==> config.mk <==
export PLATFORM = sky130hd
export DESIGN_NAME = round_robin_thread_scheduler
export DESIGN_NICKNAME = d
export VERILOG_FILES = /design/src/hw/rtl/rrts_pkg.sv /design/src/hw/rtl/rrts_slot_table.sv /design/src/hw/rtl/round_robin_thread_scheduler.sv
export SDC_FILE = /design/constraint.sdc
export NUM_CORES = 1
export LEC_CHECK = 0
export ABC_AREA = 0
export ABC_CLOCK_PERIOD_IN_PS = 4700
export BUFFER_PORTS_ARGS = -buffer_cell sky130_fd_sc_hd__buf_2
export CAP_MARGIN = 0
export CORE_UTILIZATION = 55
export CTS_CLUSTER_SIZE = 40
export DETAILED_ROUTE_END_ITERATION = 8
export PLACE_DENSITY_LB_ADDON = 0.25
export SYNTH_ARGS = -nofsm -noshare
export SYNTH_HDL_FRONTEND = slang
export SYNTH_SLANG_ARGS = --single-unit
==> constraint.sdc <==
create_clock -name clk -period 4.7 [get_ports clk]
set_clock_uncertainty 0.15 [all_clocks]
set_input_delay 0 -clock clk [delete_from_list [all_inputs] [get_ports clk]]
set_output_delay 0 -clock clk [all_outputs]
set_load 0.03 [all_outputs]
==> src/hw/rtl/rrts_pkg.sv <==
`timescale 1ns / 1ps

package rrts_pkg;

    localparam int MAX_SLOTS = 16;
    localparam int SLOT_W    = 4;
    localparam int TOTAL_W   = SLOT_W + 1;
    localparam int IDX_W     = (MAX_SLOTS > 2) ? $clog2(MAX_SLOTS) : 1;

    typedef logic [1:0] status_t;

    localparam status_t ST_EMPTY = 2'd0;
    localparam status_t ST_READY = 2'd1;
    localparam status_t ST_RUN   = 2'd2;

    localparam logic [1:0] MODE_TICK   = 2'd0;
    localparam logic [1:0] MODE_CREATE = 2'd1;
    localparam logic [1:0] MODE_EXIT   = 2'd2;
    localparam logic [1:0] MODE_JOIN   = 2'd3;

    typedef struct packed {
        logic [1:0]        mode;
        logic [SLOT_W-1:0] slot;
        logic [SLOT_W-1:0] last_slot;
    } item_t;

    typedef struct packed {
        logic              switched;
        logic [SLOT_W-1:0] from_slot;
        logic [SLOT_W-1:0] to_slot;
        logic              join_done;
        logic              sched_stopped;
    } result_t;

    typedef struct packed {
        logic             en;
        logic [IDX_W-1:0] addr;
        status_t          data;
    } wr_t;

endpackage

==> src/hw/rtl/rrts_slot_table.sv <==
`timescale 1ns / 1ps

module rrts_slot_table (
    input  logic                    clk,
    input  logic                    rst_n,
    input  logic [rrts_pkg::IDX_W-1:0] rd_addr,
    output rrts_pkg::status_t       rd_data,
    input  rrts_pkg::wr_t           wr
);

    rrts_pkg::status_t status_reg [rrts_pkg::MAX_SLOTS];

    assign rd_data = status_reg[rd_addr];

    always_ff @(posedge clk or negedge rst_n)
    begin
        if (!rst_n)
        begin
            for (int i = 0; i < rrts_pkg::MAX_SLOTS; i++)
            begin
                status_reg[i] <= rrts_pkg::ST_EMPTY;
            end
        end
        else if (wr.en)
        begin
            status_reg[wr.addr] <= wr.data;
        end
    end

endmodule

==> src/hw/rtl/round_robin_thread_scheduler.sv <==
`timescale 1ns / 1ps
// Channel  Valid         Stall         Payload
// item     item_valid    item_stall    item   (mode, slot, last_slot)
// result   result_valid  result_stall  result (switched, from/to, join_done, stopped)
// The first create also writes slot 0 before its own slot.
// A tick first reduces the current slot modulo N, N the slot count, by subtraction
// in one shared adder, then scans one slot per cycle.
// Reset clears the slot table and all control state at once; no clearing pass.
// The result register frees the sequencer: a new item is taken while a result
// waits under stall.

module round_robin_thread_scheduler (
    input  logic              clk,
    input  logic              rst_n,
    input  logic              item_valid,
    output logic              item_stall,
    input  rrts_pkg::item_t   item,
    output logic              result_valid,
    input  logic              result_stall,
    output rrts_pkg::result_t result
);

    typedef enum logic [9:0] {
        S_IDLE    = 10'b0000000001,
        S_MOD     = 10'b0000000010,
        S_SCAN    = 10'b0000000100,
        S_RELEASE = 10'b0000001000,
        S_CLAIM   = 10'b0000010000,
        S_INIT    = 10'b0000100000,
        S_CREATE  = 10'b0001000000,
        S_EXIT    = 10'b0010000000,
        S_JOIN    = 10'b0100000000,
        S_DONE    = 10'b1000000000
    } state_t;

    localparam int SW = rrts_pkg::SLOT_W;
    localparam int TW = rrts_pkg::TOTAL_W;
    localparam int IW = rrts_pkg::IDX_W;

    state_t                state_reg, state_next;
    rrts_pkg::item_t       item_reg, item_next;
    rrts_pkg::result_t     res_reg, res_next;
    rrts_pkg::result_t     out_reg, out_next;
    logic                  out_valid_reg, out_valid_next;
    logic [TW-1:0]         cand_reg, cand_next;
    logic [TW-1:0]         cnt_reg, cnt_next;
    logic [SW-1:0]         cur_reg, cur_next;
    logic [TW-1:0]         total_reg, total_next;
    logic                  enabled_reg, enabled_next;
    logic                  awaiting_reg, awaiting_next;
    logic                  main_init_reg, main_init_next;

    logic [IW-1:0]         rd_addr;
    rrts_pkg::status_t     rd_data;
    rrts_pkg::wr_t         wr;

    logic [TW-1:0]         addend;
    logic [TW-1:0]         sum;
    logic [TW-1:0]         step;
    logic                  reduce;
    logic                  slot_ok;
    logic                  cur_ok;
    logic [TW-1:0]         new_total;
    logic [TW-1:0]         slot_plus;

    rrts_slot_table u_table (
        .clk     (clk),
        .rst_n   (rst_n),
        .rd_addr (rd_addr),
        .rd_data (rd_data),
        .wr      (wr)
    );

    assign item_stall   = (state_reg != S_IDLE);
    assign result_valid = out_valid_reg;
    assign result       = out_reg;

    assign reduce  = (state_reg == S_MOD) && (cand_reg >= total_reg);
    assign addend  = reduce ? (~total_reg + TW'(1)) : TW'(1);
    assign sum     = cand_reg + addend;
    assign step    = (sum == total_reg) ? '0 : sum;

    assign slot_ok   = (32'(item_reg.slot) < rrts_pkg::MAX_SLOTS);
    assign cur_ok    = (32'(cur_reg) < rrts_pkg::MAX_SLOTS);
    assign slot_plus = TW'(item_reg.slot) + TW'(1);

    always_comb
    begin
        if ((32'(item_reg.last_slot) + 1) > rrts_pkg::MAX_SLOTS)
        begin
            new_total = TW'(rrts_pkg::MAX_SLOTS);
        end
        else
        begin
            new_total = TW'(item_reg.last_slot) + TW'(1);
        end
    end

    always_comb
    begin
        unique case (state_reg)
            S_SCAN:    rd_addr = IW'(cand_reg);
            S_RELEASE: rd_addr = IW'(cur_reg);
            default:   rd_addr = IW'(item_reg.slot);
        endcase
    end

    always_comb
    begin
        state_next     = state_reg;
        item_next      = item_reg;
        res_next       = res_reg;
        out_next       = out_reg;
        out_valid_next = out_valid_reg;
        cand_next      = cand_reg;
        cnt_next       = cnt_reg;
        cur_next       = cur_reg;
        total_next     = total_reg;
        enabled_next   = enabled_reg;
        awaiting_next  = awaiting_reg;
        main_init_next = main_init_reg;
        wr             = '0;

        if (out_valid_reg && !result_stall)
        begin
            out_valid_next = 1'b0;
        end

        unique case (state_reg)
            S_IDLE:
            begin
                if (item_valid)
                begin
                    item_next = item;
                    res_next  = '0;
                    case (item.mode)
                        rrts_pkg::MODE_TICK:
                        begin
                            cand_next = TW'(cur_reg);
                            if (!enabled_reg || total_reg == '0)
                            begin
                                state_next = S_DONE;
                            end
                            else
                            begin
                                state_next = S_MOD;
                            end
                        end
                        rrts_pkg::MODE_CREATE:
                        begin
                            if (awaiting_reg && !main_init_reg)
                            begin
                                state_next = S_INIT;
                            end
                            else
                            begin
                                state_next = S_CREATE;
                            end
                        end
                        rrts_pkg::MODE_EXIT: state_next = S_EXIT;
                        default:             state_next = S_JOIN;
                    endcase
                end
            end

            S_MOD:
            begin
                if (reduce)
                begin
                    cand_next = sum;
                end
                else
                begin
                    cand_next  = step;
                    cnt_next   = TW'(1);
                    state_next = S_SCAN;
                end
            end

            S_SCAN:
            begin
                if (rd_data == rrts_pkg::ST_READY)
                begin
                    state_next = S_RELEASE;
                end
                else if (cnt_reg == total_reg)
                begin
                    enabled_next           = 1'b0;
                    awaiting_next          = 1'b1;
                    res_next.sched_stopped = 1'b1;
                    state_next             = S_DONE;
                end
                else
                begin
                    cand_next = step;
                    cnt_next  = cnt_reg + TW'(1);
                end
            end

            S_RELEASE:
            begin
                if (cur_ok && rd_data == rrts_pkg::ST_RUN)
                begin
                    wr.en   = 1'b1;
                    wr.addr = IW'(cur_reg);
                    wr.data = rrts_pkg::ST_READY;
                end
                state_next = S_CLAIM;
            end

            S_CLAIM:
            begin
                wr.en              = 1'b1;
                wr.addr            = IW'(cand_reg);
                wr.data            = rrts_pkg::ST_RUN;
                res_next.switched  = 1'b1;
                res_next.from_slot = cur_reg;
                res_next.to_slot   = SW'(cand_reg);
                cur_next           = SW'(cand_reg);
                state_next         = S_DONE;
            end

            S_INIT:
            begin
                wr.en          = 1'b1;
                wr.addr        = '0;
                wr.data        = rrts_pkg::ST_RUN;
                cur_next       = '0;
                main_init_next = 1'b1;
                state_next     = S_CREATE;
            end

            S_CREATE:
            begin
                if (awaiting_reg)
                begin
                    total_next    = new_total;
                    awaiting_next = 1'b0;
                    if (slot_plus == new_total)
                    begin
                        enabled_next = 1'b1;
                    end
                end
                else if (slot_plus == total_reg)
                begin
                    enabled_next = 1'b1;
                end
                if (slot_ok)
                begin
                    wr.en   = 1'b1;
                    wr.addr = IW'(item_reg.slot);
                    wr.data = rrts_pkg::ST_READY;
                end
                state_next = S_DONE;
            end

            S_EXIT:
            begin
                if (slot_ok)
                begin
                    wr.en   = 1'b1;
                    wr.addr = IW'(item_reg.slot);
                    wr.data = rrts_pkg::ST_EMPTY;
                end
                state_next = S_DONE;
            end

            S_JOIN:
            begin
                res_next.join_done = !slot_ok || (rd_data == rrts_pkg::ST_EMPTY);
                state_next         = S_DONE;
            end

            S_DONE:
            begin
                if (!out_valid_reg || !result_stall)
                begin
                    out_next       = res_reg;
                    out_valid_next = 1'b1;
                    state_next     = S_IDLE;
                end
            end

            default: state_next = S_IDLE;
        endcase
    end

    always_ff @(posedge clk or negedge rst_n)
    begin
        if (!rst_n)
        begin
            state_reg     <= S_IDLE;
            out_valid_reg <= 1'b0;
            cur_reg       <= '0;
            total_reg     <= '0;
            enabled_reg   <= 1'b0;
            awaiting_reg  <= 1'b1;
            main_init_reg <= 1'b0;
        end
        else
        begin
            state_reg     <= state_next;
            out_valid_reg <= out_valid_next;
            cur_reg       <= cur_next;
            total_reg     <= total_next;
            enabled_reg   <= enabled_next;
            awaiting_reg  <= awaiting_next;
            main_init_reg <= main_init_next;
        end
    end

    always_ff @(posedge clk)
    begin
        item_reg <= item_next;
        res_reg  <= res_next;
        out_reg  <= out_next;
        cand_reg <= cand_next;
        cnt_reg  <= cnt_next;
    end

endmodule

Word-level counts from Yosys, hierarchy flattened
Cells that the tools add are included.
{"block": "classes", "add_sub_neg": 6, "order_cmp": 5, "n_eq_ne": 29, "muxes": 48, "n_bitwise": 3, "n_reduce_logical": 32}
{"op": "$pmux W10 S7", "n": 1}
{"op": "$mux W10", "n": 6}
{"op": "$mux W5", "n": 11}
{"op": "$pmux W7 S5", "n": 1}
{"op": "$bwmux W32", "n": 1}
{"op": "$pmux W10 S3", "n": 1}
{"op": "$eq A5 B5 Y1", "n": 4}
{"op": "$pmux W9 S2", "n": 1}
{"op": "$pmux W4 S2", "n": 2}
{"op": "$add A4 B1 Y5 const B", "n": 3}
{"op": "$pmux W5 S3", "n": 1}
{"op": "$mux W7", "n": 2}
{"op": "$ne A2 B2 Y1 const B", "n": 6}
{"op": "$reduce_and A4 Y1", "n": 3}
{"op": "$reduce_bool A2 Y1", "n": 6}
{"op": "$mux W11", "n": 1}
{"op": "$add A5 B1 Y5 const B", "n": 2}
{"op": "$eq A10 B1 Y1 const B", "n": 1}
{"op": "$eq A10 B10 Y1 const B", "n": 1}
{"op": "$eq A10 B2 Y1 const B", "n": 1}
{"op": "$eq A10 B3 Y1 const B", "n": 1}
{"op": "$eq A10 B4 Y1 const B", "n": 1}
{"op": "$eq A10 B5 Y1 const B", "n": 1}
{"op": "$eq A10 B6 Y1 const B", "n": 1}
{"op": "other kinds (31)", "n": 64}
{"block": "totals", "ff_bits": 95, "input_bits": 14, "out_inout_bits": 13, "word_cells": 160}

Logic depth before layout (Yosys ltp)
{"block": "logic_depth", "depth_word": 15, "ltp_mapped": 19, "depth_no_buf": 19}

Modules after synthesis
Synthesis repeated with hierarchy kept, for this count alone.
{"block": "unflattened", "cells_unflattened": 443, "hier_area_um2": 5161.2}
{"module": "round_robin_thread_scheduler", "n_inst": 1, "cells_per_inst": 332, "area_each_um2": 3599.7, "seq_area_each_um2": 1779.2}
{"module": "rrts_slot_table", "n_inst": 1, "cells_per_inst": 111, "area_each_um2": 1561.5, "seq_area_each_um2": 800.8}

Worst setup path after synthesis
Ideal clock, no wire load.
{"block": "synth_path", "kind": "register to register", "start": "reg total_reg[1]", "end": "reg cand_reg[2] (data pin)", "setup_ns": 0.254, "arrival_time_ns": 3.629, "required_ns": 4.296, "path_slack_ns": 0.668, "path_stages_with_launch": 19, "n_path_buf": 1, "synth_period_minus_slack_ns": 4.032, "cell_sequence": "dfrtp_1 -> clkbuf_1 -> inv_1 -> ha_1 -> a21o_1 -> a21o_1 -> a21oi_1 -> nor2b_1 -> o2111ai_1 -> inv_1 -> and2_1 -> fa_1 -> a21o_1 -> a21oi_1 -> xnor2_1 -> xnor2_1 -> a41oi_1 -> nor2b_1 -> a21o_1"}
{"block": "synth_between", "elab_chain_cells": 9, "word_cells_on_any_way": 12, "cone_classes": "add/sub: 2; order compare: 1; eq/ne: 1; mux: 6; bitwise: 1; reduce/logical: 1"}
{"element": "from (decl)", "line": "round_robin_thread_scheduler.sv:48", "rtl": "logic [TW-1:0] total_reg, total_next;"}
{"element": "from (signal assigned)", "line": "round_robin_thread_scheduler.sv:305", "rtl": "total_reg <= total_next;"}
{"element": "$not A5 Y5 / $ge A5 B5 Y1 (equally long branches)", "line": "round_robin_thread_scheduler.sv:79, round_robin_thread_scheduler.sv:78"}
{"element": "$add A5 B1 Y5 / $logic_and A1 B1 Y1 (equally long branches)", "line": "round_robin_thread_scheduler.sv:79, round_robin_thread_scheduler.sv:78"}
{"element": "$mux W5", "line": "round_robin_thread_scheduler.sv:79", "rtl": "assign addend = reduce ? (~total_reg + TW'(1)) : TW'(1);"}
{"element": "$add A5 B5 Y5", "line": "round_robin_thread_scheduler.sv:80", "rtl": "assign sum = cand_reg + addend;"}
{"element": "$eq A5 B5 Y1", "line": "round_robin_thread_scheduler.sv:81", "rtl": "assign step = (sum == total_reg) ? '0 : sum;"}
{"element": "$mux W5", "line": "round_robin_thread_scheduler.sv:81"}
{"element": "$mux W5", "line": "round_robin_thread_scheduler.sv:186", "rtl": "else if (cnt_reg == total_reg)"}
{"element": "$mux W5", "line": "round_robin_thread_scheduler.sv:182", "rtl": "if (rd_data == rrts_pkg::ST_READY)"}
{"element": "$pmux W5 S3 (*)", "line": "round_robin_thread_scheduler.sv:129", "rtl": "unique case (state_reg)"}
{"element": "named net cand_next[2]", "line": "round_robin_thread_scheduler.sv:45", "rtl": "logic [TW-1:0] cand_reg, cand_next;"}
{"element": "to (signal assigned)", "line": "round_robin_thread_scheduler.sv:317", "rtl": "cand_reg <= cand_next;"}
{"element": "to (decl)", "line": "round_robin_thread_scheduler.sv:45"}
The timed path passes the listed nets; every way through them passes the cells marked *. The select of a mux whose other input is x is not followed.
A chain may end at the register's enable or synchronous reset.

Final worst setup path
{"block": "layout_path", "start": "reg state_reg[7]", "end": "reg state_reg[7]"}
{"block": "layout_between", "elab_chain_cells": 9, "word_cells_on_any_way": 25, "cone_classes": "eq/ne: 15; mux: 6; bitwise: 1; reduce/logical: 3"}
{"element": "from (decl)", "line": "round_robin_thread_scheduler.sv:40", "rtl": "state_t state_reg, state_next;"}
{"element": "from (signal assigned)", "line": "round_robin_thread_scheduler.sv:302", "rtl": "state_reg <= state_next;"}
{"element": "$eq A10 B4 Y1 / $eq A10 B3 Y1 (equally long branches)", "line": "round_robin_thread_scheduler.sv:101, round_robin_thread_scheduler.sv:129"}
{"element": "$pmux W4 S2", "line": "round_robin_thread_scheduler.sv:101", "rtl": "unique case (state_reg)"}
{"element": "$not A4 Y5 (implied by the code)", "line": "rrts_slot_table.sv:13", "rtl": "assign rd_data = status_reg[rd_addr];"}
{"element": "$bmux W2 S4", "line": "rrts_slot_table.sv:13"}
{"element": "$mux W2 (implied by the code) (2 in a row)", "line": "rrts_slot_table.sv:13"}
{"element": "$eq A2 B1 Y1", "line": "round_robin_thread_scheduler.sv:182"}
{"element": "$mux W10 / $ne A3 B3 Y1 (equally long branches)"}
{"element": "$pmux W10 S7 / $reduce_and A4 Y1 (equally long branches)"}
Parallel ways exist; a longest one is shown, timed or not. The select of a mux whose other input is x is not followed.

==> flow_metrics.py <==
metrics = {
    "outcome": {
        "status": "complete, no violations",
    },
    "clock_network": {
        "clk_latency_ps": 380,
        "cts_buffers": 9,
        "clk_pin_slew_ps": 100,
        "htree_levels": 3,
        "root_buffer": "clkbuf_8",
        "cts_sinks": 95,
        "cts.path.max_buffers": 2,
        "cts_tree": "done",
    },
    "floorplanning": {
        "die-area_um2": 10100,
        "die_h_um": 101,
        "start_util_pct": 57.3,
        "io_pins": 27,
        "fp-row-count": 35,
        "die_x_um": 101,
        "core_area_um2": 9330,
    },
    "grt": {
        "grt_use_total_pct": 25.1,
        "antenna_found_initial": 0,
        "grt_pass1_vias": 3966,
        "grt_pass1_wl_um": 19300,
        "grt_max_degree": 56,
        "grt_overflow": 0,
    },
    "setup_path": {
        "rr_endpoint": "state_reg[7]",
        "r2r_start": "state_reg[7]",
        "worst_path_max_delay_cell": "or4_1",
        "cp-end-kind": "flip-flop",
        "ff2ff_path_depth": 13,
        "cp_cell_sequence": "or4_1 -> a211oi_2 -> buf_4 -> nor2_1 -> buf_4 -> o2111ai_1 -> and4_1 -> nor3_1 -> a21oi_1 -> nand3_1 -> nand4_1 -> nor4_1 -> dlygate4sd3_1",
        "rrSetupSlack_ps": 420,
        "crit_path_frequent_cell": "buf_4",
        "critPathRequiredTime_ps": 4820,
        "crit_arrival_ps": 4400,
        "cp_max_fo": 11,
        "cp-start-kind": "flip-flop",
        "critical-path-max-stage-delay_ps": 640,
        "worstSetupPathType": "flip-flop to flip-flop",
    },
    "sta": {
        "fin_setup_tns_ps": 0,
        "maxSlewHeadroom_pct": 36.6,
        "finalHoldViolations": 0,
        "fmax_ghz": 0.234,
        "period_minus_slack_ps": 4280,
        "worstMarginPinSlew_ps": 952,
        "timing.final.crit_share_pct": 91.1,
        "rsz0062_at_grt": "no",
        "worst_hold_slack_ps": 129,
        "slew_violations": 0,
        "finalSetupViolCount": 0,
    },
    "logic_synthesis": {
        "syn_inst": 501,
        "synth-seq-area-share_pct": 48.2,
        "synth_top_cell_by_area": "dfrtp_1",
        "ys_seq_elements": 95,
        "postSynthAreaPerCell_um2": 10.7,
        "yosysWarnings": 0,
        "yosys.area.top_type_share_pct": 24.8,
        "yosysUniqueCellTypes": 65,
        "netlist_area_um2": 5350,
        "async_flop_share_pct": 57.9,
        "synth_common_cells": "dfrtp_1, edfxtp_1, nor2_1, mux2_1, nand2_1",
        "synthFlopType": "dfrtp_1",
        "synth_nets": 530,
        "yosysMostFrequentCell": "dfrtp_1",
        "synth_area_leaders": "dfrtp_1, edfxtp_1, mux2_1",
        "synth-edff-count": 40,
    },
    "placement": {
        "dpl.hpwl_um": 8540,
        "portBuffers": 26,
        "gp_congestion": 0.881,
        "postPlaceCellArea_um2": 5590,
    },
    "route": {
        "avgRoutedWirePerCell_um": 17.6,
        "via_count": 4001,
        "drt_pre_antenna_iters": 4,
        "routed_wl_um": 11800,
        "route.detailed.drc": 0,
        "drt-initial-drc-count": 253,
        "antenna_left": 0,
        "viasPerCell": 5.97,
    },
    "power_and_ir_drop": {
        "powerDensity_nw_per_um2": 395,
        "cellLeakagePower_nw": 2.56,
        "power.total_w": 0.00234,
        "max-vdd-ir-drop_mv": 0.239,
    },
    "cells_and_area": {
        "nNetsFinal": 565,
        "syn_to_final_growth_pct": 10.6,
        "final_area_um2": 5910,
        "drive_above_1_share_pct": 13.1,
        "num-fill-cells": 754,
        "antenna_cells": 0,
        "largest_register_ff_count": 32,
    },
    "flow_run": {
        "cap_viol_max_count": 0,
    },
    "worst_hold_path": {
        "hold_path.class": "input port to asynchronous set/reset pin",
    },
}
-- how the worst max path moves through the flow --
stage	depth (start not counted)	slack (ps)	endpoint	start
finish	13	420	state_reg[7]	state_reg[7]
global placement	17	740	cand_reg[2]	total_reg[0]
floorplan	18	670	cand_reg[2]	total_reg[1]
CTS	13	510	state_reg[7]	state_reg[7]
detailed placement	18	590	cand_reg[2]	cand_reg[0]
global route	13	220	state_reg[7]	state_reg[7]
-- worst max-delay path, delay by kind of cell, from the launching register on --
kind	cells	cell delay, ps
flops	1	490
buf+inv	3	940
compound gates	3	1000
simple gates	7	1580
-- placed cells by master, fill, tap and decap left out, drive strengths merged, types with 13 or more instances in the layout --
cell         count
nand4           16
inv             20
ha              14
and2            17
o2111ai         13
a21oi           26
o21ai           23
dlygate4sd3     14
nand2           32
edfxtp          40
xnor2           19
mux2            32
dfrtp           53
buf             34
nor2            37
-- cell families (layout without fill, tap and decap cells) --
kind of cell,after synthesis,in the layout,synth area share [%]
AOI/OAI and AO/OA,98,98,12.9
xor gates and xnor gates,31,31,5.08
adders and majority gates,15,15,3.65
buffers and inverters,42,82,3.27
DFF,95,95,48.2
muxes,33,33,6.92
and+or+nand+nor,187,187,20.0
-- power breakdown --
part           total [W]  internal [W]  switching [W]
sequential       0.00107      0.000980      0.0000878
clock           0.000517      0.000209       0.000308
combinational   0.000751      0.000263       0.000488
total            0.00234       0.00145       0.000884
-- layout make-up --
cell class	instances	area (um2)	area share (%)
clock buffer	10	138	2.33
clock inverter	6	43.8	0.740
inverter	18	67.6	1.14
multi-input combinational	364	2590	43.9
sequential	95	2580	43.6
tap	129	161	2.73
timing repair buffer	48	330	5.58
-- what timing repair did --
item / CTS / global route
hold buffers: 14 / 0
setup buffers: 0 / 0
gates resized for setup: 0 / 0
endpoints found under the hold margin: 70 / 0
endpoints found under the setup margin: 0 / 0
-- metal layers --
metal / track usage, % / share of wire (%) / up-vias
met4: 11.5 / 2.3 / 0
met5: 0 / 0 / -
met3: 4.02 / 5.4 / 23
met1: 32.7 / 45 / 1931
met2: 41.3 / 47 / 129
li1: - / - / 1918
-- stage by stage --
step / setup WS (ps) / cells / util, %
finish: 419 / 670 / 63.4
global placement: 742 / 640 / 60.0
CTS: 506 / 670 / 63.4
global route: 221 / 670 / 63.4
floorplan: 668 / 501 / -
detailed placement: 589 / 640 / 60.0
Power figures use the tool's default switching activity.
